### config.mk
export PLATFORM = sky130hd
export DESIGN_NAME = dol_front
export DESIGN_NICKNAME = d
export VERILOG_FILES = /design/src/dol_pkg.sv /design/src/dol_front.sv
export SDC_FILE = /design/constraint.sdc
export NUM_CORES = 1
export LEC_CHECK = 0
export ABC_CLOCK_PERIOD_IN_PS = 9900
export BUFFER_PORTS_ARGS = -buffer_cell sky130_fd_sc_hd__buf_2
export CAP_MARGIN = 20
export CORE_ASPECT_RATIO = 0.7
export CORE_MARGIN = 4
export CORE_UTILIZATION = 52
export CTS_CLUSTER_DIAMETER = 30
export CTS_CLUSTER_SIZE = 8
export DETAILED_ROUTE_END_ITERATION = 10
export GPL_TIMING_DRIVEN = 0
export PLACE_DENSITY = 0.79
export SLEW_MARGIN = 20
export SYNTH_ARGS = -nofsm -noshare
export SYNTH_HDL_FRONTEND = slang
export SYNTH_SLANG_ARGS = --single-unit
### constraint.sdc
create_clock -name clk -period 9.9 [get_ports clk]
set_input_delay 0.495 -clock clk [delete_from_list [all_inputs] [get_ports clk]]
set_output_delay 0.495 -clock clk [all_outputs]
set_load 0.1 [all_outputs]
### src/dol_pkg.sv
package dol_pkg;

    // Fixed sizes of the dendrite store and the input vector.
    localparam int INPUT_BITS    = 1024;
    localparam int MAX_DENDRITES = 256;
    localparam int MAX_RECEPTORS = 32;
    localparam int VEC_WORDS     = INPUT_BITS / 64;
    localparam int SLOTS         = MAX_DENDRITES * MAX_RECEPTORS;
    localparam int SLOT_AW       = $clog2(SLOTS);
    localparam int SLOT_W        = 17;

    localparam logic [6:0] PERM_TOP = 7'd99;

    // Item kinds as they arrive on the input channel.
    localparam logic [2:0] KIND_LOAD    = 3'd0;
    localparam logic [2:0] KIND_WRITE   = 3'd1;
    localparam logic [2:0] KIND_OVERLAP = 3'd2;
    localparam logic [2:0] KIND_LEARN   = 3'd3;
    localparam logic [2:0] KIND_PUNISH  = 3'd4;
    localparam logic [2:0] KIND_MOVE    = 3'd5;
    localparam logic [2:0] KIND_READ    = 3'd6;

    // Configuration register indexes.
    localparam logic [2:0] REG_THRESHOLD = 3'd0;
    localparam logic [2:0] REG_INCREMENT = 3'd1;
    localparam logic [2:0] REG_DECREMENT = 3'd2;
    localparam logic [2:0] REG_RECEPTORS = 3'd3;
    localparam logic [2:0] REG_DENDRITES = 3'd4;

    typedef struct packed {
        logic [2:0]  kind;
        logic [3:0]  word_index;
        logic [63:0] word_data;
        logic [7:0]  dendrite;
        logic [4:0]  receptor;
        logic [9:0]  receptor_address;
        logic [6:0]  receptor_permanence;
        logic [31:0] learn_mask;
    } in_t;

    typedef struct packed {
        logic [5:0] overlap_count;
        logic [9:0] read_address;
        logic [6:0] read_permanence;
    } out_t;

    // Classified operation handed from the front to the back.
    typedef enum logic [2:0] {
        OP_NOP,
        OP_LOAD,
        OP_WRITE,
        OP_READ,
        OP_OVERLAP,
        OP_LEARN,
        OP_PUNISH,
        OP_MOVE
    } op_t;

    typedef struct packed {
        op_t         op;
        logic [3:0]  word_index;
        logic [63:0] word_data;
        logic [7:0]  dendrite;
        logic [4:0]  receptor;
        logic [9:0]  address;
        logic [6:0]  permanence;
        logic [31:0] learn_mask;
    } cmd_t;

    // Effective configuration seen by the back.
    typedef struct packed {
        logic [6:0] threshold;
        logic [6:0] increment;
        logic [6:0] decrement;
        logic [5:0] receptors;
    } cfg_t;

    typedef enum logic [3:0] {
        ST_CLEAR,
        ST_IDLE,
        ST_READ,
        ST_WALK_RD,
        ST_WALK_EX,
        ST_FREE_RD,
        ST_FREE_EX,
        ST_MOVE_RD,
        ST_MOVE_EX,
        ST_SEARCH
    } state_t;

    // Raise a permanence, saturating at the top value.
    function automatic logic [6:0] perm_up(input logic [6:0] p, input logic [6:0] amount);
        logic [7:0] v;
        v = {1'b0, p} + {1'b0, amount};
        return (v > {1'b0, PERM_TOP}) ? PERM_TOP : v[6:0];
    endfunction

    // Lower a permanence, saturating at zero.
    function automatic logic [6:0] perm_down(input logic [6:0] p, input logic [6:0] amount);
        return (p > amount) ? (p - amount) : 7'd0;
    endfunction

    // Position of the lowest set bit of a word.
    function automatic logic [5:0] lowest_set(input logic [63:0] bits);
        logic [5:0] pos;
        pos = 6'd0;
        for (int i = 63; i >= 0; i--) begin
            if (bits[i])
            begin
                pos = 6'(i);
            end
        end
        return pos;
    endfunction

endpackage

### src/dol_front.sv
module dol_front (
    input  logic          clk,
    input  logic          rst_n,
    input  logic          item_valid,
    output logic          item_stall,
    input  dol_pkg::in_t  item,
    input  logic [5:0]    receptors,
    input  logic [8:0]    dendrites,
    input  logic          clearing,
    input  logic          q_pop,
    output logic          q_valid,
    output dol_pkg::cmd_t q_cmd
);
    import dol_pkg::*;

    cmd_t       cmd;
    logic       d_ok;
    logic       r_ok;
    logic       push;
    cmd_t       entry_reg [2];
    logic       wp_reg;
    logic       wp_next;
    logic       rp_reg;
    logic       rp_next;
    logic [1:0] cnt_reg;
    logic [1:0] cnt_next;

    // Classify the item, check its ranges and clamp its permanence.
    always_comb
    begin
        d_ok = {1'b0, item.dendrite} < dendrites;
        r_ok = {1'b0, item.receptor} < receptors;
        cmd.word_index = item.word_index;
        cmd.word_data  = item.word_data;
        cmd.dendrite   = item.dendrite;
        cmd.receptor   = item.receptor;
        cmd.address    = item.receptor_address;
        cmd.permanence = (item.receptor_permanence > PERM_TOP) ? PERM_TOP
                                                               : item.receptor_permanence;
        cmd.learn_mask = item.learn_mask;
        case (item.kind)
            KIND_LOAD:    cmd.op = OP_LOAD;
            KIND_WRITE:   cmd.op = (d_ok && r_ok) ? OP_WRITE : OP_NOP;
            KIND_READ:    cmd.op = (d_ok && r_ok) ? OP_READ : OP_NOP;
            KIND_OVERLAP: cmd.op = d_ok ? OP_OVERLAP : OP_NOP;
            KIND_LEARN:   cmd.op = d_ok ? OP_LEARN : OP_NOP;
            KIND_PUNISH:  cmd.op = d_ok ? OP_PUNISH : OP_NOP;
            KIND_MOVE:    cmd.op = d_ok ? OP_MOVE : OP_NOP;
            default:      cmd.op = OP_NOP;
        endcase
    end

    // Two-entry queue toward the back.
    assign item_stall = (cnt_reg == 2'd2) || clearing;
    assign push       = item_valid && !item_stall;
    assign q_valid    = (cnt_reg != 2'd0);
    assign q_cmd      = entry_reg[rp_reg];

    always_comb
    begin
        wp_next  = push ? ~wp_reg : wp_reg;
        rp_next  = q_pop ? ~rp_reg : rp_reg;
        cnt_next = cnt_reg + {1'b0, push} - {1'b0, q_pop};
    end

    always_ff @(posedge clk or negedge rst_n)
    begin
        if (!rst_n)
        begin
            wp_reg  <= 1'b0;
            rp_reg  <= 1'b0;
            cnt_reg <= 2'd0;
        end
        else
        begin
            wp_reg  <= wp_next;
            rp_reg  <= rp_next;
            cnt_reg <= cnt_next;
        end
    end

    // Queue payload needs no reset.
    always_ff @(posedge clk)
    begin
        if (push)
        begin
            entry_reg[wp_reg] <= cmd;
        end
    end

endmodule

==> reports/metrics.csv, run 1 <==
stage;metric;value;unit
worst_hold_path;hold path startpoint;item[10];
grt;antenna violations before repair;3;
worst_setup_path;R2R cell count;7;
timing;Final setup viols;0;
routing;drt pass-1 iters;5;
timing;minimum clock period;2.50;ns
run_status;outcome;complete, no violations;
logic_synthesis;Mapped Avg Cell Area;21.3;µm²
worst_hold_path;hold path depth;1;
die;io pins;288;
worst_setup_path;flop2flop setup slack;7.54;ns
die;DIE WIDTH;177;µm
worst_setup_path;Crit. End Element;primary output;
logic_synthesis;number of synthesized flops with an enable pin;266;
timing;Worst-Margin Slew;0.597;ns
die;die area;22400;µm²
die;FP Rows;43;
logic_synthesis;Gate Count Post-Synth;489;
grt;GR Util All Layers;0.193;
routing;Vias/cell;5.09;
timing;final hold violation count;0;
worst_setup_path;CP required;9.41;ns
worst_setup_path;Max FO, Critical Path;10;
layout;Syn-to-layout area delta;30.4;%
routing;DR WL/cell;19.9;µm
routing;DRC errors left;0;
clock_tree;root buffer cell;clkbuf_16;
layout;# diodes;0;
logic_synthesis;Yosys reg bits;270;
routing;total number of vias;5683;
clock_tree;Post-CTS Resized;0;
clock_tree;# H-tree levels;2;
layout;max reg flops;266;
grt;largest net degree at the start of global routing;57;
placement;RD Place Congestion;0.839;
clock_tree;CTS Buffer Depth;3;
timing;fmax;400;MHz
timing;Clock Skew;0.0136;ns
logic_synthesis;Yosys cell types;31;
worst_setup_path;Critical Path AT;2.00;ns
routing;Total Wirelength;22200;µm
routing;Routed Antenna Nets;0;
worst_setup_path;critical setup path kind;register to primary output;
timing;final slew viol count;0;
clock_tree;CTS sink count;270;
die;Core Area;19700;µm²
logic_synthesis;Post-synth ARST share;0.0148;
logic_synthesis;post-synthesis sequential area ratio;0.775;
timing;setup TNS;0;ns
clock_tree;worst skew pair latency;0.50;ns
placement;IO buf count;287;
worst_setup_path;Worst setup SP type;register;
clock_tree;Clk pin slew, worst setup/hold paths;0.05;ns
clock_tree;Num CTS Buffers;43;
logic_synthesis;Post-Synthesis Cell Area;10400;µm²
clock_tree;CTS tree;yes;
layout;layout cells sized above 1;0.582;
worst_setup_path;r2r endpoint;entry_reg[0][104]$_DFFE_PP_;
timing;period utilization;0.252;
worst_hold_path;Hold EP;entry_reg[0][10]$_DFFE_PP_;
timing;RSZ-0062 raised after global routing;false;
run;# Max-Cap Violations;0;
logic_synthesis;syn nets;655;
logic_synthesis;YS warnings;0;
grt;GR Overflow Total;0;
die;Die H;127;µm
logic_synthesis;Top FF cell, synth;edfxtp_1;
routing;Detailed Route Iter0 Violations;307;
die;initial core utilization;0.529;
clock_tree;Post-CTS Setup Bufs;0;
worst_hold_path;type of the worst min-delay path;primary input to register;
worst_setup_path;FF-to-FF Start;cnt_reg[0]$_DFF_PN0_;
clock_tree;CTS Hold Bufs;1;
grt;global-route wire length before repair;33400;µm
layout;NumNets Final;995;
timing;Slew HR;0.597;
grt;number of global-route vias before repair;6283;
placement;HPWL after DPL;15600;µm
[worst max path at each step]
stage | end | start | slack, ns | depth (start not counted)
finish | q_cmd[98] | rp_reg$_DFFE_PN0P_ | 7.40 | 5
global route | q_cmd[98] | rp_reg$_DFFE_PN0P_ | 7.29 | 5
CTS | q_cmd[98] | rp_reg$_DFFE_PN0P_ | 7.35 | 5
detailed placement | entry_reg[0][0]$_DFFE_PP_ | clearing | 7.31 | 7
global placement | entry_reg[0][114]$_DFFE_PP_ | clearing | 0.29 | 4
floorplan | entry_reg[0][0]$_DFFE_PP_ | clearing | 2.96 | 3
[final cells by class]
cell class | count | area (µm²)
fillers | 1277 | 6140
repair buffers | 295 | 1620
flip-flops and latches | 270 | 8090
inverters | 15 | 56.3
well taps | 270 | 338
plain buffers | 17 | 133
clock inverters | 12 | 51.3
multi-input cells | 187 | 2170
clock buffers | 50 | 1140
[per-layer routing]
metal / global-route usage / vias to the layer above / wire [µm]
li1: - / 2601 / -
met1: 0.235 / 2781 / 8740
met2: 0.327 / 258 / 10900
met3: 0.0751 / 37 / 2230
met4: 0.0505 / 6 / 306
met5: 0 / - / 38
[cells by family (layout without fill, tap and decap cells)]
family | after synthesis | after routing | synth area share
flops | 270 | 270 | 0.775
mux | 133 | 133 | 0.165
buf+inv | 32 | 389 | 0.0181
compound gates | 18 | 18 | 0.0113
simple gates | 18 | 18 | 0.0108
fa+ha+maj | 13 | 13 | 0.0156
xor+xnor | 5 | 5 | 0.00420
[cells in the final DEF (no fill, tap or decap), types with 4 or more instances in the layout]
master,netlist,layout
buf_2,7,294
edfxtp_1,266,266
mux2_2,73,73
mux2_4,60,60
clkbuf_16,0,45
inv_1,15,15
ha_1,13,13
clkinv_1,0,10
buf_6,8,8
clkbuf_1,2,7
a21oi_1,5,5
buf_16,0,5
o21ai_0,4,4
nand2b_1,4,4
dfrtp_1,4,4
[cells in the mapped netlist (2+ instances only)]
cell	count	area, µm²
a21o_1	2	15.0
a21oi_1	5	25.0
and2_1	3	18.8
buf_2	7	35.0
buf_6	8	90.1
clkbuf_1	2	7.51
dfrtp_1	4	100
edfxtp_1	266	7990
ha_1	13	163
inv_1	15	56.3
mux2_2	73	822
mux2_4	60	901
nand2_1	2	7.51
nand2b_1	4	25.0
nor2b_1	3	18.8
o21ai_0	4	20.0
xnor2_1	3	26.3
xor2_1	2	17.5
[per-stage QoR]
step	hold slack, ns	area, µm²	instances	util	worst slack (ns)
final	0.181	13600	1116	0.689	7.40
after CTS	0.157	13600	1116	0.689	7.35
after floorplan	0.199	10400	489	-	2.96
after global routing	0.151	13600	1116	0.689	7.29
after detailed placement	0.305	12400	1053	0.628	7.31
after global placement	0.302	12200	1046	0.618	0.293
[critical path, stage by stage, from the launching register on]
cell and delay [ns]:
dfrtp_1 0.33, buf_6 0.14, buf_6 0.20, buf_6 0.21, mux2_4 0.31, buf_2 0.30
Power of run 1 is not shown: default switching activity piles up to over one toggle a cycle in this logic, so the estimate is an artifact.
==> run 2, diff against run 1 <==
--- a/config.mk
+++ b/config.mk
@@ -5,7 +5,7 @@
 export SDC_FILE = /design/constraint.sdc
 export NUM_CORES = 1
 export LEC_CHECK = 0
-export ABC_CLOCK_PERIOD_IN_PS = 9900
+export ABC_CLOCK_PERIOD_IN_PS = 2500
 export BUFFER_PORTS_ARGS = -buffer_cell sky130_fd_sc_hd__buf_2
 export CAP_MARGIN = 20
 export CORE_ASPECT_RATIO = 0.7
==> constraint.sdc (replaced) <==
create_clock -name clk -period 2.5 [get_ports clk]
set_input_delay 0.125 -clock clk [delete_from_list [all_inputs] [get_ports clk]]
set_output_delay 0.125 -clock clk [all_outputs]
set_load 0.1 [all_outputs]
==> reports/metrics.csv, run 2 (synthesis results as in run 1) <==
stage;metric;value;unit;change
run_status;outcome;complete, no violations;;
timing;minimum clock period;2.19;ns;
routing;Detailed Route Iter0 Violations;566;;+84%
worst_setup_path;CP max stage delay;0.41;ns;+0.08 ns
timing;Slew HR;0.560;;-0.0373
clock_tree;# H-tree levels;2;;unchanged
placement;DP Area;12400;µm²;about the same
run;# Max-Cap Violations;0;;unchanged
layout;Final Util;0.761;;+0.0720
pwr;Leak;0.00600;µW;
die;Core Area;19700;µm²;unchanged
worst_setup_path;crit-path cells;inv_1 -> a21oi_2 -> nand2_2 -> nor2_4 -> buf_16 -> buf_16 -> buf_16;;
pwr;worst vdd ir;1000;µV;
die;io pins;288;;unchanged
worst_setup_path;Critical Path AT;2.38;ns;+0.38 ns
worst_hold_path;type of the worst min-delay path;primary input to register;;
grt;GR Overflow Total;0;;unchanged
pwr;Pwr Density;1390;nW/µm²;
layout;most frequent cells in the layout;buf_2, edfxtp_1, dlygate4sd3_1;;
clock_tree;Num CTS Buffers;43;;unchanged
clock_tree;CTS Buffer Depth;3;;unchanged
routing;Routed Antenna Nets;0;;unchanged
die;DIE WIDTH;177;µm;unchanged
timing;fmax;457;MHz;
timing;final slew viol count;0;;unchanged
routing;Vias/cell;5.22;;+2.5%
grt;GR Util All Layers;0.240;;+0.0472
grt;number of global-route vias before repair;7321;;+17%
worst_setup_path;Max FO, Critical Path;25;;+15
timing;Clock Skew;0.0157;ns;+0.00208 ns
clock_tree;CTS sink count;270;;unchanged
routing;total number of vias;6564;;+16%
die;die area;22400;µm²;unchanged
grt;global-route wire length before repair;41200;µm;+23%
layout;most common cell after layout, fill and taps aside;buf_2;;
timing;worst hold slack;0.0526;ns;-0.128 ns
routing;DRC errors left;0;;unchanged
worst_setup_path;R2R cell count;7;;unchanged
clock_tree;root buffer cell;clkbuf_16;;
routing;drt pass-1 iters;5;;unchanged
layout;Final Instance Area;15000;µm²;+10%
layout;Syn-to-layout area delta;44.0;%;
grt;antenna violations before repair;1;;-2
timing;final hold violation count;0;;unchanged
placement;IO buf count;287;;unchanged
timing;RSZ-0062 raised after global routing;false;;
timing;Worst-Margin Slew;0.660;ns;+0.0635 ns
routing;Total Wirelength;27400;µm;+23%
layout;max reg flops;266;;unchanged
placement;RD Place Congestion;0.849;;+1.2%
grt;largest net degree at the start of global routing;52;;-8.8%
routing;DR WL/cell;21.8;µm;+9.3%
layout;storage element area;8090;µm²;unchanged
timing;Final setup viols;0;;unchanged
clock_tree;Clk pin slew, worst setup/hold paths;0.05;ns;about the same
die;initial core utilization;0.529;;unchanged
layout;area of the multi-input gates;2180;µm²;+0.58%
timing;period utilization;0.876;;
die;FP Rows;43;;unchanged
worst_setup_path;Top cell by count, worst path;buf_16;;
layout;# fillers;1013;;-21%
worst_hold_path;hold path depth;2;;+1
worst_setup_path;Worst setup SP type;register;;
worst_setup_path;CP required;2.69;ns;-6.72 ns
clock_tree;Post-CTS Setup Bufs;0;;unchanged
layout;NumNets Final;1130;;+14%
worst_setup_path;slowest library cell on the worst path;nor2_4;;
layout;layout cells sized above 1;0.505;;-0.0770
clock_tree;worst skew pair latency;0.50;ns;about the same
placement;HPWL after DPL;15600;µm;-0.52%
pwr;Power Total;20900;µW;
worst_setup_path;Crit. End Element;register;;
clock_tree;CTS tree;yes;;
worst_setup_path;critical setup path kind;register to register;;
die;Die H;127;µm;unchanged
[run 2: changes by cell type in the layout (fill, tap and decap cells not counted), moves of 2 or more]
| cell | delta |
|---|---|
| clkinv_2 | +2 |
| bufinv_16 | +2 |
| clkbuf_1 | +8 |
| clkinv_1 | -5 |
| dlygate4sd3_1 | +134 |
[run 2: path summary, 6_finish.rpt]
check                                startpoint                           to  slack (ns)
max in group asynchronous                 rst_n         cnt_reg[1]$_DFF_PN0_        1.76
max                        cnt_reg[0]$_DFF_PN0_   entry_reg[0][85]$_DFFE_PP_        0.31
max reg2reg                cnt_reg[0]$_DFF_PN0_   entry_reg[0][85]$_DFFE_PP_        0.31
min                                   item[130]  entry_reg[0][130]$_DFFE_PP_        0.05
min reg2reg                  wp_reg$_DFFE_PN0P_           wp_reg$_DFFE_PN0P_        0.66
min in group asynchronous                 rst_n           wp_reg$_DFFE_PN0P_        0.56
[run 2: where the power goes]
| group | leakage (µW) | switching, µW | total, µW | internal [µW] |
|---|---|---|---|---|
| sequential | 0.00248 | 173 | 5810 | 5640 |
| combinational | 0.00290 | 7620 | 9790 | 2170 |
| clock | 0.000618 | 1880 | 5320 | 3430 |
| total | 0.00600 | 9670 | 20900 | 11200 |
[run 2: repair_timing]
action                                 CTS  global route
hold buffers                           135             0
endpoints found under the hold margin  267             0
gates resized for setup                  0             0
setup endpoints to repair                0            25
[run 2: metal layers]
| layer | part of all wire | up-vias | global-route usage |
|---|---|---|---|
| met5 | 0 | - | 0 |
| met3 | 0.11 | 70 | 0.0807 |
| met2 | 0.50 | 426 | 0.417 |
| met1 | 0.36 | 3188 | 0.282 |
| met4 | 0.028 | 0 | 0.0841 |
| li1 | - | 2880 | - |
[run 2: per-stage QoR]
stage	setup WS [ns]	cells	setup TNS (ns)
finish	0.310	1258	0
detailed placement	0.128	1053	0
global placement	-1.43	1046	-304.73
floorplan	-0.563	489	-99.52
global route	0.193	1258	0
CTS	0.112	1256	0
[run 2: cell type report]
cell class,instances,area share
clock inverter,10,0.00624
antenna,1,0.000167
sequential,270,0.538
timing repair buffer,429,0.197
inverter,15,0.00375
multi-input combinational,188,0.145
buffer,17,0.00883
clock buffer,58,0.0782
tap,270,0.0225
[run 2: worst max-delay path: cells and delay by family, from the launching register on]
family	cells	cell delay, ns
buffers and inverters	4	0.69
AND/OR/NAND/NOR	2	0.56
AO/OA/AOI/OAI	1	0.22
flip-flops	1	0.36
Note: power is estimated with default switching activity, not from simulation.
==> run 3, diff against run 2 <==
--- a/config.mk
+++ b/config.mk
@@ -11,6 +11,7 @@
 export CORE_ASPECT_RATIO = 0.7
 export CORE_MARGIN = 4
 export CORE_UTILIZATION = 52
+export CTS_BUF_LIST = sky130_fd_sc_hd__clkbuf_16
 export CTS_CLUSTER_DIAMETER = 30
 export CTS_CLUSTER_SIZE = 8
 export DETAILED_ROUTE_END_ITERATION = 10
==> reports/metrics.csv, run 3 (synthesis results as in run 1) <==
stage;metric;value;unit;change
run_status;outcome;complete, no violations;;
pwr;Power Total;20900;µW;-0.25%
clock_tree;Clk pin slew, worst setup/hold paths;0.05;ns;about the same
clock_tree;CTS Buffer Depth;3;;unchanged
worst_setup_path;Critical path origin;cnt_reg[0]$_DFF_PN0_;;
layout;max reg flops;266;;unchanged
clock_tree;Post-CTS Resized;0;;unchanged
timing;Clock Skew;0.0165;ns;+0.000797 ns
run;# Max-Cap Violations;0;;unchanged
routing;DR WL/cell;21.8;µm;about the same
timing;RSZ-0062 raised after global routing;false;;
worst_hold_path;hold path startpoint;item[130];;
routing;Detailed Route Iter0 Violations;518;;-8.5%
die;FP Rows;43;;unchanged
routing;Top Metal Used;met4;;
layout;Final Instance Area;15000;µm²;unchanged
grt;largest net degree at the start of global routing;52;;unchanged
clock_tree;Post-CTS Setup Bufs;0;;unchanged
timing;final slew viol count;0;;unchanged
clock_tree;Num CTS Buffers;43;;unchanged
placement;dpl ws;0.128;ns;unchanged
pwr;power share of the clock group;0.252;;-0.002
pwr;Seq pwr share;0.279;;about the same
layout;Syn-to-layout area delta;44.0;%;unchanged
pwr;Internal;11200;µW;-0.47%
die;io pins;288;;unchanged
placement;DP Area;12400;µm²;unchanged
placement;Placed Instances;1053;;unchanged
routing;met2 wire length;13700;µm;+0.29%
die;Die H;127;µm;unchanged
routing;DRT met1 WL;9950;µm;+0.73%
pwr;Pwr Density;1390;nW/µm²;-0.25%
clock_tree;root buffer cell;clkbuf_16;;
pwr;combinational share of power;0.469;;about the same
worst_setup_path;Critical Path AT;2.39;ns;about the same
timing;period utilization;0.879;;+0.00261
die;initial core utilization;0.529;;unchanged
grt;GR Overflow Total;0;;unchanged
layout;most frequent cells in the layout;buf_2, edfxtp_1, dlygate4sd3_1;;
grt;number of global-route vias before repair;7321;;unchanged
timing;final hold violation count;0;;unchanged
clock_tree;worst skew pair latency;0.50;ns;about the same
placement;RD Place Congestion;0.849;;unchanged
timing;minimum clock period;2.20;ns;+0.00653 ns
clock_tree;CTS tree;yes;;
routing;DRC errors left;0;;unchanged
worst_setup_path;FF-to-FF Start;cnt_reg[0]$_DFF_PN0_;;
pwr;Psw;9680;µW;about the same
pwr;Leak;0.00605;µW;+0.90%
routing;Total Wirelength;27400;µm;about the same
pwr;worst vdd ir;1000;µV;+0.19%
layout;layout cells sized above 1;0.505;;unchanged
placement;HPWL after DPL;15600;µm;unchanged
grt;antenna violations before repair;1;;unchanged
clock_tree;# H-tree levels;2;;unchanged
die;DIE WIDTH;177;µm;unchanged
worst_setup_path;critical setup path kind;register to register;;
routing;Routed Antenna Nets;0;;unchanged
routing;metal3 WL;2960;µm;-2.3%
worst_setup_path;Max FO, Critical Path;25;;unchanged
routing;drt pass-1 iters;5;;unchanged
worst_setup_path;Worst setup SP type;register;;
routing;total number of vias;6566;;+0.030%
placement;IO buf count;287;;unchanged
timing;Worst-Margin Slew;0.664;ns;+0.00343 ns
timing;Slew HR;0.558;;-0.00229
timing;setup ws final;0.303;ns;-0.00653 ns
layout;# fillers;1013;;unchanged
worst_setup_path;Crit. End Element;register;;
clock_tree;CTS sink count;270;;unchanged
worst_setup_path;CP required;2.69;ns;about the same
layout;NumNets Final;1130;;unchanged
layout;Final Non-Filler Cells;1258;;unchanged
routing;Vias/cell;5.22;;about the same
grt;global-route wire length before repair;41200;µm;unchanged
pwr;Sw Share;0.464;;+0.00123
die;Core Area;19700;µm²;unchanged
worst_hold_path;type of the worst min-delay path;primary input to register;;
timing;Final setup viols;0;;unchanged
die;die area;22400;µm²;unchanged
grt;GR Util All Layers;0.240;;unchanged
layout;most common cell after layout, fill and taps aside;buf_2;;
timing;fmax;455;MHz;-0.30%
[run 3: cell types whose count changed in the layout (fill, tap and decap cells not counted), sizes merged]
cell	delta
clkbuf	-13
inv	+13
[run 3: per-stage QoR]
| step | utilization | setup TNS (ns) | hold slack (ns) |
|---|---|---|---|
| final | 0.761 | 0 | 0.0523 |
| after global placement | 0.619 | -304.73 | -0.0682 |
| after detailed placement | 0.628 | 0 | -0.0652 |
| after global routing | 0.761 | 0 | 0.0362 |
| after floorplan | - | -99.52 | -0.171 |
| after CTS | 0.761 | 0 | 0.0309 |
[run 3: repair_timing]
action | in CTS | in global routing
hold buffers | 135 | 0
endpoints found under the setup margin | 0 | 25
hold endpoints to repair | 267 | 0
[run 3: area by class of cell]
cell class	instances	area [µm²]	area share
multi-input cells	188	2180	0.145
well taps	270	338	0.0225
diodes	1	2.50	0.000167
flip-flops and latches	270	8090	0.538
clock inverters	23	143	0.00949
inverters	15	56.3	0.00375
clock buffers	45	1130	0.0749
plain buffers	17	133	0.00883
repair buffers	429	2960	0.197
[run 3: worst max-delay path, stage by stage (launching register included)]
cell and delay (ns):
dfrtp_1 0.36, inv_1 0.08, a21oi_2 0.22, nand2_2 0.15, nor2_4 0.41, buf_16 0.24
buf_16 0.18, buf_16 0.19
[run 3: layer usage]
| metal | up-vias | track usage |
|---|---|---|
| li1 | 2879 | - |
| met1 | 3206 | 0.282 |
| met2 | 411 | 0.417 |
| met3 | 70 | 0.0807 |
| met4 | 0 | 0.0841 |
| met5 | - | 0 |
[run 3: worst paths after layout]
kind | to | slack [ns] | depth (start not counted)
min in group asynchronous | wp_reg$_DFFE_PN0P_ | 0.56 | 3
worst min register to register | wp_reg$_DFFE_PN0P_ | 0.66 | 1
worst min-delay path | entry_reg[0][130]$_DFFE_PP_ | 0.05 | 2
max in group asynchronous | cnt_reg[1]$_DFF_PN0_ | 1.76 | 3
worst max register to register | entry_reg[0][85]$_DFFE_PP_ | 0.30 | 7
worst max-delay path | entry_reg[0][85]$_DFFE_PP_ | 0.30 | 7
[run 3: power groups by stage]
stage	clock network, µW	registers (µW)	logic (µW)
final	5270	5820	9790
after global routing	5600	5850	10000
after CTS	5280	5790	9710
after detailed placement	0	5870	9520
after global placement	0	5890	9300
after floorplan	0	5850	8100
